<file path="config.mk">
export PLATFORM = sky130hd
export DESIGN_NAME = pcm_downmix_linear_resampler_core
export DESIGN_NICKNAME = d
export VERILOG_FILES = /design/src/pdlr_pkg.sv /design/src/pdlr_frame_unpack.sv /design/src/pcm_downmix_linear_resampler_core.sv
export SDC_FILE = /design/constraint.sdc
export NUM_CORES = 2
export LEC_CHECK = 0
export BUFFER_PORTS_ARGS = -buffer_cell sky130_fd_sc_hd__buf_2
export CORE_MARGIN = 2
export CORE_UTILIZATION = 31
export DETAILED_ROUTE_END_ITERATION = 8
export GPL_TIMING_DRIVEN = 0
export SYNTH_ARGS = -nofsm -noshare
export SYNTH_HDL_FRONTEND = slang
export SYNTH_HIERARCHICAL = 1
export SYNTH_SLANG_ARGS = --single-unit
</file>
<file path="constraint.sdc">
create_clock -name clock -period 16.65 [get_ports clock]
set_input_delay 1.665 -clock clock [delete_from_list [all_inputs] [get_ports clock]]
set_output_delay 1.665 -clock clock [all_outputs]
set_load 0.02 [all_outputs]
</file>
<file path="src/pdlr_pkg.sv">
// Shared types, constants and the sequencer program ROM of the PCM downmix resampler.
package pdlr_pkg;

   // Transaction payloads.
   typedef struct packed {
      logic [7:0] data_byte;
      logic       last_byte;
   } req_type;

   typedef struct packed {
      logic signed [15:0] mono_sample;
      logic               clip_end;
   } rsp_type;

   // A completed frame, reported by the unpacker for the byte being accepted.
   typedef struct packed {
      logic               done;
      logic signed [15:0] mono;
   } frame_type;

   // Register map, indexed by paddr[3:2].
   typedef logic [1:0] reg_index_type;
   localparam reg_index_type REG_WIDTH_MODE = 2'd0;
   localparam reg_index_type REG_CHANNELS   = 2'd1;
   localparam reg_index_type REG_RATE       = 2'd2;

   localparam logic        WIDTH_8BIT     = 1'b0;
   localparam logic        RESET_MODE     = 1'b1;
   localparam logic [1:0]  RESET_CHANNELS = 2'd1;
   localparam logic [1:0]  STEREO_COUNT   = 2'd2;
   localparam logic [16:0] RESET_RATE     = 17'd22050;
   localparam logic [16:0] RATE_MIN       = 17'd8000;
   localparam logic [16:0] RATE_MAX       = 17'd96000;

   // Output rate on the phase scale and helpers for the fraction.
   localparam logic [17:0]        MIXER_PHASE = 18'd44100;
   localparam logic [17:0]        TWO_MIXER   = 18'd88200;
   localparam logic [31:0]        MIXER_REM   = 32'd44100;
   localparam logic signed [17:0] MIXER_MUL   = 18'sd44100;
   // floor(2^32 / 44100): the estimate of r*65536/44100 is low by at most one.
   localparam logic signed [17:0] RECIP_MUL   = 18'sd97391;

   // Microcode.
   typedef enum logic [3:0] {
      OP_NOP,
      OP_PUSH_TENT,
      OP_MUL_RECIP,
      OP_LOAD_QEST,
      OP_MUL_QK,
      OP_FIX_FRAC,
      OP_MUL_DIFF,
      OP_INTERP,
      OP_PUSH_VAL,
      OP_END_FRAME,
      OP_FIRST_FRAME,
      OP_CLR_TENT,
      OP_PUSH_PREV,
      OP_EMIT_END
   } op_type;

   typedef enum logic [2:0] {
      COND_NEVER,
      COND_ALWAYS,
      COND_NO_PREV,
      COND_NOT_LAST,
      COND_PHASE_WRAP,
      COND_FLUSH_DONE
   } cond_type;

   typedef logic [4:0] step_type;

   typedef struct packed {
      op_type   op;
      cond_type cond;
      step_type target;
   } ctrl_type;

   localparam step_type S_IDLE   = 5'd0;
   localparam step_type S_FRAME  = 5'd1;
   localparam step_type S_TENT   = 5'd2;
   localparam step_type S_LOOP   = 5'd3;
   localparam step_type S_MREC   = 5'd4;
   localparam step_type S_QEST   = 5'd5;
   localparam step_type S_MQK    = 5'd6;
   localparam step_type S_FIX    = 5'd7;
   localparam step_type S_MDIF   = 5'd8;
   localparam step_type S_INTERP = 5'd9;
   localparam step_type S_PUSHV  = 5'd10;
   localparam step_type S_ENDF   = 5'd11;
   localparam step_type S_GOFL   = 5'd12;
   localparam step_type S_FIRST  = 5'd13;
   localparam step_type S_FLUSH  = 5'd14;
   localparam step_type S_FLOOP  = 5'd15;
   localparam step_type S_FPUSH  = 5'd16;
   localparam step_type S_FEND   = 5'd17;

   // Program ROM: the jump is taken when the condition holds, else the next step follows.
   function automatic ctrl_type pdlr_rom(input step_type step);
      ctrl_type cw;
      cw = '{op: OP_NOP, cond: COND_ALWAYS, target: S_IDLE};
      case (step)
         S_IDLE:   cw = '{op: OP_NOP,         cond: COND_NEVER,      target: S_IDLE};
         S_FRAME:  cw = '{op: OP_NOP,         cond: COND_NO_PREV,    target: S_FIRST};
         S_TENT:   cw = '{op: OP_PUSH_TENT,   cond: COND_NEVER,      target: S_IDLE};
         S_LOOP:   cw = '{op: OP_NOP,         cond: COND_PHASE_WRAP, target: S_ENDF};
         S_MREC:   cw = '{op: OP_MUL_RECIP,   cond: COND_NEVER,      target: S_IDLE};
         S_QEST:   cw = '{op: OP_LOAD_QEST,   cond: COND_NEVER,      target: S_IDLE};
         S_MQK:    cw = '{op: OP_MUL_QK,      cond: COND_NEVER,      target: S_IDLE};
         S_FIX:    cw = '{op: OP_FIX_FRAC,    cond: COND_NEVER,      target: S_IDLE};
         S_MDIF:   cw = '{op: OP_MUL_DIFF,    cond: COND_NEVER,      target: S_IDLE};
         S_INTERP: cw = '{op: OP_INTERP,      cond: COND_NEVER,      target: S_IDLE};
         S_PUSHV:  cw = '{op: OP_PUSH_VAL,    cond: COND_ALWAYS,     target: S_LOOP};
         S_ENDF:   cw = '{op: OP_END_FRAME,   cond: COND_NOT_LAST,   target: S_IDLE};
         S_GOFL:   cw = '{op: OP_NOP,         cond: COND_ALWAYS,     target: S_FLUSH};
         S_FIRST:  cw = '{op: OP_FIRST_FRAME, cond: COND_NOT_LAST,   target: S_IDLE};
         S_FLUSH:  cw = '{op: OP_CLR_TENT,    cond: COND_NO_PREV,    target: S_FEND};
         S_FLOOP:  cw = '{op: OP_NOP,         cond: COND_FLUSH_DONE, target: S_FEND};
         S_FPUSH:  cw = '{op: OP_PUSH_PREV,   cond: COND_ALWAYS,     target: S_FLOOP};
         S_FEND:   cw = '{op: OP_EMIT_END,    cond: COND_ALWAYS,     target: S_IDLE};
         default:  cw = '{op: OP_NOP,         cond: COND_ALWAYS,     target: S_IDLE};
      endcase
      return cw;
   endfunction

endpackage

</file>
<file path="src/pdlr_frame_unpack.sv">
// Byte to frame assembly: sample building, stereo hold and downmix to mono.
module pdlr_frame_unpack (
   input  logic                clock,
   input  logic                reset,
   input  logic                accept,
   input  logic                clear,
   input  logic [7:0]          data_byte,
   input  logic                width_mode,
   input  logic                stereo,
   output pdlr_pkg::frame_type frame
);
   import pdlr_pkg::*;

   logic [1:0]         pos_ff, pos_in;
   logic [7:0]         low_ff, low_in;
   logic signed [15:0] first_ff, first_in;
   logic signed [15:0] sample;
   logic signed [16:0] sum;
   logic               sample_done;
   logic [1:0]         slot;

   always_comb begin
      sample_done = 1'b0;
      sample      = '0;
      slot        = pos_ff;
      pos_in      = pos_ff;
      low_in      = low_ff;
      first_in    = first_ff;
      frame       = '0;

      if (width_mode == WIDTH_8BIT) begin
         // Unsigned byte, recentred and scaled by 256.
         sample      = {~data_byte[7], data_byte[6:0], 8'h00};
         sample_done = 1'b1;
      end else begin
         slot = {1'b0, pos_ff[1]};
         if (!pos_ff[0]) begin
            low_in = data_byte;
            pos_in = pos_ff + 2'd1;
         end else begin
            sample      = {data_byte, low_ff};
            sample_done = 1'b1;
         end
      end

      sum = {first_ff[15], first_ff} + {sample[15], sample};

      if (sample_done) begin
         if (stereo && slot == 2'd0) begin
            first_in = sample;
            pos_in   = pos_ff + 2'd1;
         end else begin
            frame.done = 1'b1;
            frame.mono = stereo ? sum[16:1] : sample;
            pos_in     = 2'd0;
         end
      end
   end

   always_ff @(posedge clock) begin
      if (reset || clear) begin
         pos_ff   <= '0;
         low_ff   <= '0;
         first_ff <= '0;
      end else if (accept) begin
         pos_ff   <= pos_in;
         low_ff   <= low_in;
         first_ff <= first_in;
      end
   end

endmodule

</file>
<file path="src/pcm_downmix_linear_resampler_core.sv">
// Top level of the PCM downmix and linear resampler: register port, sequencer and datapath.
//
//   Channel   Ports                                   Transaction
//   -------   -------------------------------------   ------------------------------------
//   request   req_valid, req_ready, req_data          one clip byte and its last mark
//   response  rsp_valid, rsp_ready, rsp_data          one 44100 Hz mono sample, end mark
//   control   psel, penable, pwrite, paddr, pwdata,   register write or read, zero wait
//             prdata, pready
//
// A byte that does not complete a frame and is not the last is absorbed at the idle step. A byte
// that completes a frame keeps the sequencer busy while it interpolates the outputs that fall in
// the frame, the fraction and the interpolation sharing a single 18x18 multiplier over six steps.
// A flush repeats the last frame's sample while the phase allows and then marks the end, and goes
// straight to its end step when the clip holds no whole frame. Reset is synchronous and clears the
// stream state and the registers to 16-bit mono at 22050 Hz. A stalled response only holds the
// step that must hand a sample to the output register; req_ready is high whenever the sequencer
// sits at its idle step, even while a finished response still waits.
module pcm_downmix_linear_resampler_core (
   input  logic              clock,
   input  logic              reset,
   input  logic              req_valid,
   output logic              req_ready,
   input  pdlr_pkg::req_type req_data,
   output logic              rsp_valid,
   input  logic              rsp_ready,
   output pdlr_pkg::rsp_type rsp_data,
   input  logic              psel,
   input  logic              penable,
   input  logic              pwrite,
   input  logic [3:0]        paddr,
   input  logic [31:0]       pwdata,
   output logic [31:0]       prdata,
   output logic              pready
);
   import pdlr_pkg::*;

   // Configuration registers.
   logic        mode_ff, mode_in;
   logic [1:0]  chan_ff, chan_in;
   logic [16:0] rate_ff, rate_in;
   logic [16:0] rate_eff;
   logic        stereo;
   logic        cfg_write;

   // Sequencer and stream control state.
   step_type pc_ff, pc_in;
   logic     last_ff, last_in;
   logic     have_prev_ff, have_prev_in;
   logic [17:0] phase_ff, phase_in;
   logic     pend_valid_ff, pend_valid_in;
   logic     tent_valid_ff, tent_valid_in;
   logic     rsp_valid_ff, rsp_valid_in;

   // Datapath registers.
   logic signed [15:0] cur_ff, cur_in;
   logic signed [15:0] prev_ff, prev_in;
   logic signed [15:0] pend_ff, pend_in;
   logic signed [15:0] tent_ff, tent_in;
   logic signed [15:0] val_ff, val_in;
   logic [15:0]        frac_ff, frac_in;
   logic signed [35:0] prod_ff, prod_in;
   rsp_type            rsp_data_ff, rsp_data_in;

   // Sequencer decode and datapath helpers.
   ctrl_type           cw;
   frame_type          frame;
   logic               req_accept;
   logic               busy;
   logic               out_free;
   logic               need_emit;
   logic               stall;
   logic               take;
   logic               clear_stream;
   logic               push_en;
   logic signed [15:0] push_value;
   logic               emit_en;
   rsp_type            emit_data;
   logic               push_now;
   logic [17:0]        rate_sum;
   logic signed [17:0] mul_a, mul_b;
   logic signed [16:0] diff;
   logic [31:0]        rem;

   assign pready     = 1'b1;
   assign cfg_write  = psel && penable && pwrite && pready;
   assign stereo     = (chan_ff == STEREO_COUNT);
   assign busy       = (pc_ff != S_IDLE);
   assign req_ready  = !busy;
   assign req_accept = req_valid && req_ready;
   assign rsp_valid  = rsp_valid_ff;
   assign rsp_data   = rsp_data_ff;

   // The rate register is used clamped to the supported range.
   always_comb begin
      if (rate_ff < RATE_MIN) begin
         rate_eff = RATE_MIN;
      end else if (rate_ff > RATE_MAX) begin
         rate_eff = RATE_MAX;
      end else begin
         rate_eff = rate_ff;
      end
   end

   always_comb begin
      case (reg_index_type'(paddr[3:2]))
         REG_WIDTH_MODE: prdata = {31'd0, mode_ff};
         REG_CHANNELS:   prdata = {30'd0, chan_ff};
         REG_RATE:       prdata = {15'd0, rate_ff};
         default:        prdata = '0;
      endcase
   end

   always_comb begin
      mode_in = mode_ff;
      chan_in = chan_ff;
      rate_in = rate_ff;
      if (cfg_write) begin
         case (reg_index_type'(paddr[3:2]))
            REG_WIDTH_MODE: mode_in = pwdata[0];
            REG_CHANNELS:   chan_in = pwdata[1:0];
            REG_RATE:       rate_in = pwdata[16:0];
            default:        mode_in = mode_ff;
         endcase
      end
   end

   pdlr_frame_unpack u_unpack (
      .clock      (clock),
      .reset      (reset),
      .accept     (req_accept),
      .clear      (clear_stream),
      .data_byte  (req_data.data_byte),
      .width_mode (mode_ff),
      .stereo     (stereo),
      .frame      (frame)
   );

   // Sequencer and datapath.
   always_comb begin
      cw       = pdlr_rom(pc_ff);
      rate_sum = phase_ff + {1'b0, rate_eff};
      push_now = (rate_sum <= TWO_MIXER);
      out_free = !rsp_valid_ff || rsp_ready;
      diff     = {cur_ff[15], cur_ff} - {prev_ff[15], prev_ff};
      rem      = {phase_ff[15:0], 16'h0000} - prod_ff[31:0];

      case (cw.op)
         OP_PUSH_TENT: need_emit = tent_valid_ff && pend_valid_ff;
         OP_PUSH_VAL:  need_emit = push_now && pend_valid_ff;
         OP_PUSH_PREV: need_emit = pend_valid_ff;
         OP_EMIT_END:  need_emit = pend_valid_ff;
         default:      need_emit = 1'b0;
      endcase
      stall = need_emit && !out_free;

      case (cw.cond)
         COND_NEVER:      take = 1'b0;
         COND_ALWAYS:     take = 1'b1;
         COND_NO_PREV:    take = !have_prev_ff;
         COND_NOT_LAST:   take = !last_ff;
         COND_PHASE_WRAP: take = (phase_ff >= MIXER_PHASE);
         COND_FLUSH_DONE: take = (rate_sum > MIXER_PHASE);
         default:         take = 1'b0;
      endcase

      pc_in         = pc_ff;
      last_in       = last_ff;
      have_prev_in  = have_prev_ff;
      phase_in      = phase_ff;
      pend_valid_in = pend_valid_ff;
      tent_valid_in = tent_valid_ff;
      cur_in        = cur_ff;
      prev_in       = prev_ff;
      pend_in       = pend_ff;
      tent_in       = tent_ff;
      val_in        = val_ff;
      frac_in       = frac_ff;
      prod_in       = prod_ff;
      mul_a         = '0;
      mul_b         = '0;
      push_en       = 1'b0;
      push_value    = val_ff;
      emit_en       = 1'b0;
      emit_data     = '0;
      clear_stream  = 1'b0;

      if (!busy) begin
         if (req_accept) begin
            last_in = req_data.last_byte;
            if (frame.done) begin
               cur_in = frame.mono;
               pc_in  = S_FRAME;
            end else if (req_data.last_byte) begin
               pc_in = S_FLUSH;
            end
         end
      end else if (!stall) begin
         pc_in = take ? cw.target : pc_ff + 5'd1;
         case (cw.op)
            OP_PUSH_TENT: begin
               if (tent_valid_ff) begin
                  push_en    = 1'b1;
                  push_value = tent_ff;
               end
               tent_valid_in = 1'b0;
            end
            OP_MUL_RECIP: begin
               mul_a   = $signed({2'b00, phase_ff[15:0]});
               mul_b   = RECIP_MUL;
               prod_in = mul_a * mul_b;
            end
            OP_LOAD_QEST: begin
               frac_in = prod_ff[31:16];
            end
            OP_MUL_QK: begin
               mul_a   = $signed({2'b00, frac_ff});
               mul_b   = MIXER_MUL;
               prod_in = mul_a * mul_b;
            end
            OP_FIX_FRAC: begin
               // The estimate is at most one low; the remainder tells.
               if (rem >= MIXER_REM) begin
                  frac_in = frac_ff + 16'd1;
               end
            end
            OP_MUL_DIFF: begin
               mul_a   = {diff[16], diff};
               mul_b   = $signed({2'b00, frac_ff});
               prod_in = mul_a * mul_b;
            end
            OP_INTERP: begin
               // The arithmetic shift floors; the sum always lies between the two samples.
               val_in = prev_ff + prod_ff[31:16];
            end
            OP_PUSH_VAL: begin
               // An output whose next step lands past the following frame stays tentative.
               if (push_now) begin
                  push_en    = 1'b1;
                  push_value = val_ff;
               end else begin
                  tent_in       = val_ff;
                  tent_valid_in = 1'b1;
               end
               phase_in = rate_sum;
            end
            OP_END_FRAME: begin
               phase_in = phase_ff - MIXER_PHASE;
               prev_in  = cur_ff;
            end
            OP_FIRST_FRAME: begin
               prev_in      = cur_ff;
               have_prev_in = 1'b1;
               phase_in     = '0;
            end
            OP_CLR_TENT: begin
               tent_valid_in = 1'b0;
            end
            OP_PUSH_PREV: begin
               push_en    = 1'b1;
               push_value = prev_ff;
               phase_in   = rate_sum;
            end
            OP_EMIT_END: begin
               if (pend_valid_ff) begin
                  emit_en   = 1'b1;
                  emit_data = '{mono_sample: pend_ff, clip_end: 1'b1};
               end
               clear_stream  = 1'b1;
               have_prev_in  = 1'b0;
               phase_in      = '0;
               pend_valid_in = 1'b0;
               tent_valid_in = 1'b0;
               last_in       = 1'b0;
            end
            default: begin
               pc_in = take ? cw.target : pc_ff + 5'd1;
            end
         endcase
      end

      // One sample is always held back so that the last one can carry the end mark.
      if (push_en) begin
         if (pend_valid_ff) begin
            emit_en   = 1'b1;
            emit_data = '{mono_sample: pend_ff, clip_end: 1'b0};
         end
         pend_in       = push_value;
         pend_valid_in = 1'b1;
      end

      rsp_valid_in = rsp_valid_ff;
      rsp_data_in  = rsp_data_ff;
      if (emit_en) begin
         rsp_valid_in = 1'b1;
         rsp_data_in  = emit_data;
      end else if (rsp_ready) begin
         rsp_valid_in = 1'b0;
      end
   end

   always_ff @(posedge clock) begin
      if (reset) begin
         mode_ff       <= RESET_MODE;
         chan_ff       <= RESET_CHANNELS;
         rate_ff       <= RESET_RATE;
         pc_ff         <= S_IDLE;
         last_ff       <= 1'b0;
         have_prev_ff  <= 1'b0;
         phase_ff      <= '0;
         pend_valid_ff <= 1'b0;
         tent_valid_ff <= 1'b0;
         rsp_valid_ff  <= 1'b0;
      end else begin
         mode_ff       <= mode_in;
         chan_ff       <= chan_in;
         rate_ff       <= rate_in;
         pc_ff         <= pc_in;
         last_ff       <= last_in;
         have_prev_ff  <= have_prev_in;
         phase_ff      <= phase_in;
         pend_valid_ff <= pend_valid_in;
         tent_valid_ff <= tent_valid_in;
         rsp_valid_ff  <= rsp_valid_in;
      end
   end

   always_ff @(posedge clock) begin
      cur_ff      <= cur_in;
      prev_ff     <= prev_in;
      pend_ff     <= pend_in;
      tent_ff     <= tent_in;
      val_ff      <= val_in;
      frac_ff     <= frac_in;
      prod_ff     <= prod_in;
      rsp_data_ff <= rsp_data_in;
   end

endmodule
</file>
==> metrics <==
cell taking the most area after synthesis=fa_1; post-CTS setup buffers=0; Starting Density=a little under a third; Mapped Area=34600 um^2; Via density=around 5.0; Clk pin slew, worst setup/hold paths=0.06 ns; Required @ worst endpoint=~17 ns; Pins Over Slew Limit=0; nets@finish=4851; die width=around 340 um; CTS resizes=0; Cell variety after synth=~120; Post-Syn Instances=3845; via count=between 20000 and 30000; final setup TNS=0 ns; Final setup violation count=0; fin worst setup slack=about 5.2 ns; critical path arrival=about 12 ns; CP endpoint kind=flip-flop; area grow syn2layout=9.64%; final hold violations=0; Slew HR=1.23%; Final GP Congestion=0.923; DRC Markers=0; CTS Sinks=roughly 230; layout cells sized above 1=just under 6%; fmax=~0.087 GHz; total gr overflow=0; WL final=97.9 mm; Place WS=5.39 ns; root buf cell=clkbuf_16; number of synthesized flops with an enable pin=roughly 150; final instance area=about 38000 um^2; GRT Total Usage=roughly 17%; CP startpoint kind=flip-flop; placed inst area=~37000 um^2; Worst Path Max Fanout=10; met3 usage=about 2.5%; first-pass GRT wire length=156 mm; Top cell by count, worst path=fa_1; Hold Crit Class=reg2reg; cell row count=between 100 and 150; H-tree levels=1; fraction of registers with async set or reset after synthesis=0%; # hold bufs at CTS=0; clock latency on the worst-skew pair=0.60 ns; number of buffers created by CTS=29; largest net degree at the start of global routing=27; Post-DRT Antenna Nets=0; Avg Cell Area, Syn=9.00 um^2; status=complete, but fails checks; hpwl dp=around 80 mm; RSZ-0062 raised after global routing=no; Die Y=about 340 um; number of global-route vias before repair=27400; DRT Pass-1 Iters=6; Iteration-0 DRC Markers=2209; Port Buffers=70; CORE AREA=111000 um^2; synth warn=6; die area=114000 um^2; failing checks=capacitance limit; M2 GR Usage=between 20% and 30%; post-synthesis register bit count=231; IO Pins=104; Setup Skew=0.0222 ns; M1 GR Usage=24.4%; Slew @ Worst Pin=around 1.5 ns; final worst path period share=68.8%; GR peak layer=met2; Critical Path Slowest Stage Cell=a211oi_1; post-layout min period=11.45 ns; initial antenna violation count=4; synth top area cells=fa_1 24%, ha_1 15%, edfxtp_1 13%, inv_1 7.5%, dfxtp_1 5.0%; flop-to-flop setup slack=roughly 5.2 ns; area share of the largest cell type after synthesis=between 20% and 30%; CP peak stage delay=between 0.9 and 1 ns; Max-Cap Viols=1; CTS tree=built; Post-synth top flop=edfxtp_1; kind of critical path=reg2reg; drt wl/cell=~18 um; register area share after synthesis=17.6%; clock tree buffer depth=3
[layout by cell type, fill, tap and decap left out, types with 28 or more instances in the layout]
cell type,instances
and2_1,126
and3_1,40
nand3_1,98
nor2b_1,41
nand2b_1,41
o21a_1,28
a21oi_1,176
nand2_1,345
a21o_1,47
nor2_1,180
inv_1,695
nor3_1,55
clkbuf_16,30
buf_2,78
dfxtp_1,86
edfxtp_1,145
xor2_1,58
a22oi_1,44
fa_1,413
o21ai_0,151
xnor2_1,100
ha_1,419
clkbuf_1,131
[worst max-delay path: cells and delay by family (launching register included)]
| kind | cells | cell delay [ns] |
|---|---|---|
| DFF | 1 | 0.47 |
| xor gates and xnor gates | 1 | 0.39 |
| AOI/OAI and AO/OA | 15 | 4.10 |
| and+or+nand+nor | 6 | 1.43 |
| adders and majority gates | 8 | 3.68 |
| buffers and inverters | 6 | 1.09 |
[cell families (layout without fill, tap and decap cells)]
group	Yosys count	in the layout	share of synthesized area [%]
compound gates	698	698	13.8
xor+xnor	161	161	4.17
fa+ha+maj	836	836	39.2
buf+inv	857	986	9.57
flops	231	231	17.6
mux	36	36	1.10
other cells	2	18	0.0217
simple gates	1024	1024	14.6
[flip-flops by register name, summed over array words and instances, names as in the netlist, 8 cells and up]
name,cells
tent_ff,16
cur_ff,16
u_unpack/low_ff,8
cw,12
pend_ff,16
val_ff,16
rate_ff,17
rsp_data,17
prod_ff,32
u_unpack/first_ff,16
phase_ff,18
prev_ff,16
frac_ff,16
[cells in the mapped netlist (all sizes together), types with 6 or more instances]
master and number:
o221ai 7, a21o 48, edfxtp 145, o32ai 6, o21a 28, nor2b 41
o31ai 10, a311o 11, a2111oi 7, inv 696, o211ai 24, a211o 9
a22oi 44, nand2 348, o21bai 8, nand3 99, a21boi 17, a21oi 180
buf 34, xor2 61, o311ai 19, a31oi 24, nor3b 6, nor3 56
o21ai 161, nand2b 41, nor4 12, clkbuf 127, a211oi 25, or2 14
ha 419, and3 40, xnor2 100, nand3b 27, and2 128, mux2i 20
nand4 10, mux2 16, nor2 182, o2111ai 9, a311oi 9, dfxtp 86
fa 413, or3 10
[metrics by stage]
step | cells | hold WS [ns] | util [%]
after detailed placement | 5424 | 0.452 | 33.4
after global routing | 5477 | 0.480 | 34.3
after global placement | 5417 | 0.445 | 33.3
after floorplan | 3859 | 0.426 | -
after CTS | 5476 | 0.460 | 34.3
final | 5478 | 0.461 | 34.3
[area by class of cell]
| class | count | area [um^2] |
|---|---|---|
| antenna | 2 | 5.00 |
| buffer | 161 | 701 |
| clock buffer | 40 | 812 |
| clock inverter | 12 | 156 |
| fill | 11400 | 72700 |
| inverter | 696 | 2610 |
| multi-input combinational | 2771 | 25300 |
| sequential | 231 | 6080 |
| tap | 1488 | 1860 |
| timing repair buffer | 77 | 422 |
[per-layer routing]
metal	share of wire [%]	wire length, um
met3	5.9	5770
met5	0.021	21
met4	2.1	2020
met2	45	44300
met1	47	45800
[worst paths after layout]
check / end / startpoint / cells past startpoint
max: prod_ff[30]$_DFFE_PP_ / prev_ff[1]$_DFFE_PP_ / 36
min: u_unpack/first_ff[12]$_SDFFE_PP0P_ / u_unpack/first_ff[12]$_SDFFE_PP0P_ / 2
max reg2reg: prod_ff[30]$_DFFE_PP_ / prev_ff[1]$_DFFE_PP_ / 36
min reg2reg: u_unpack/first_ff[12]$_SDFFE_PP0P_ / u_unpack/first_ff[12]$_SDFFE_PP0P_ / 2
Power is left out: the tool's default activity adds up to more than one toggle a clock period on the data nets, which glitch-free logic cannot reach.
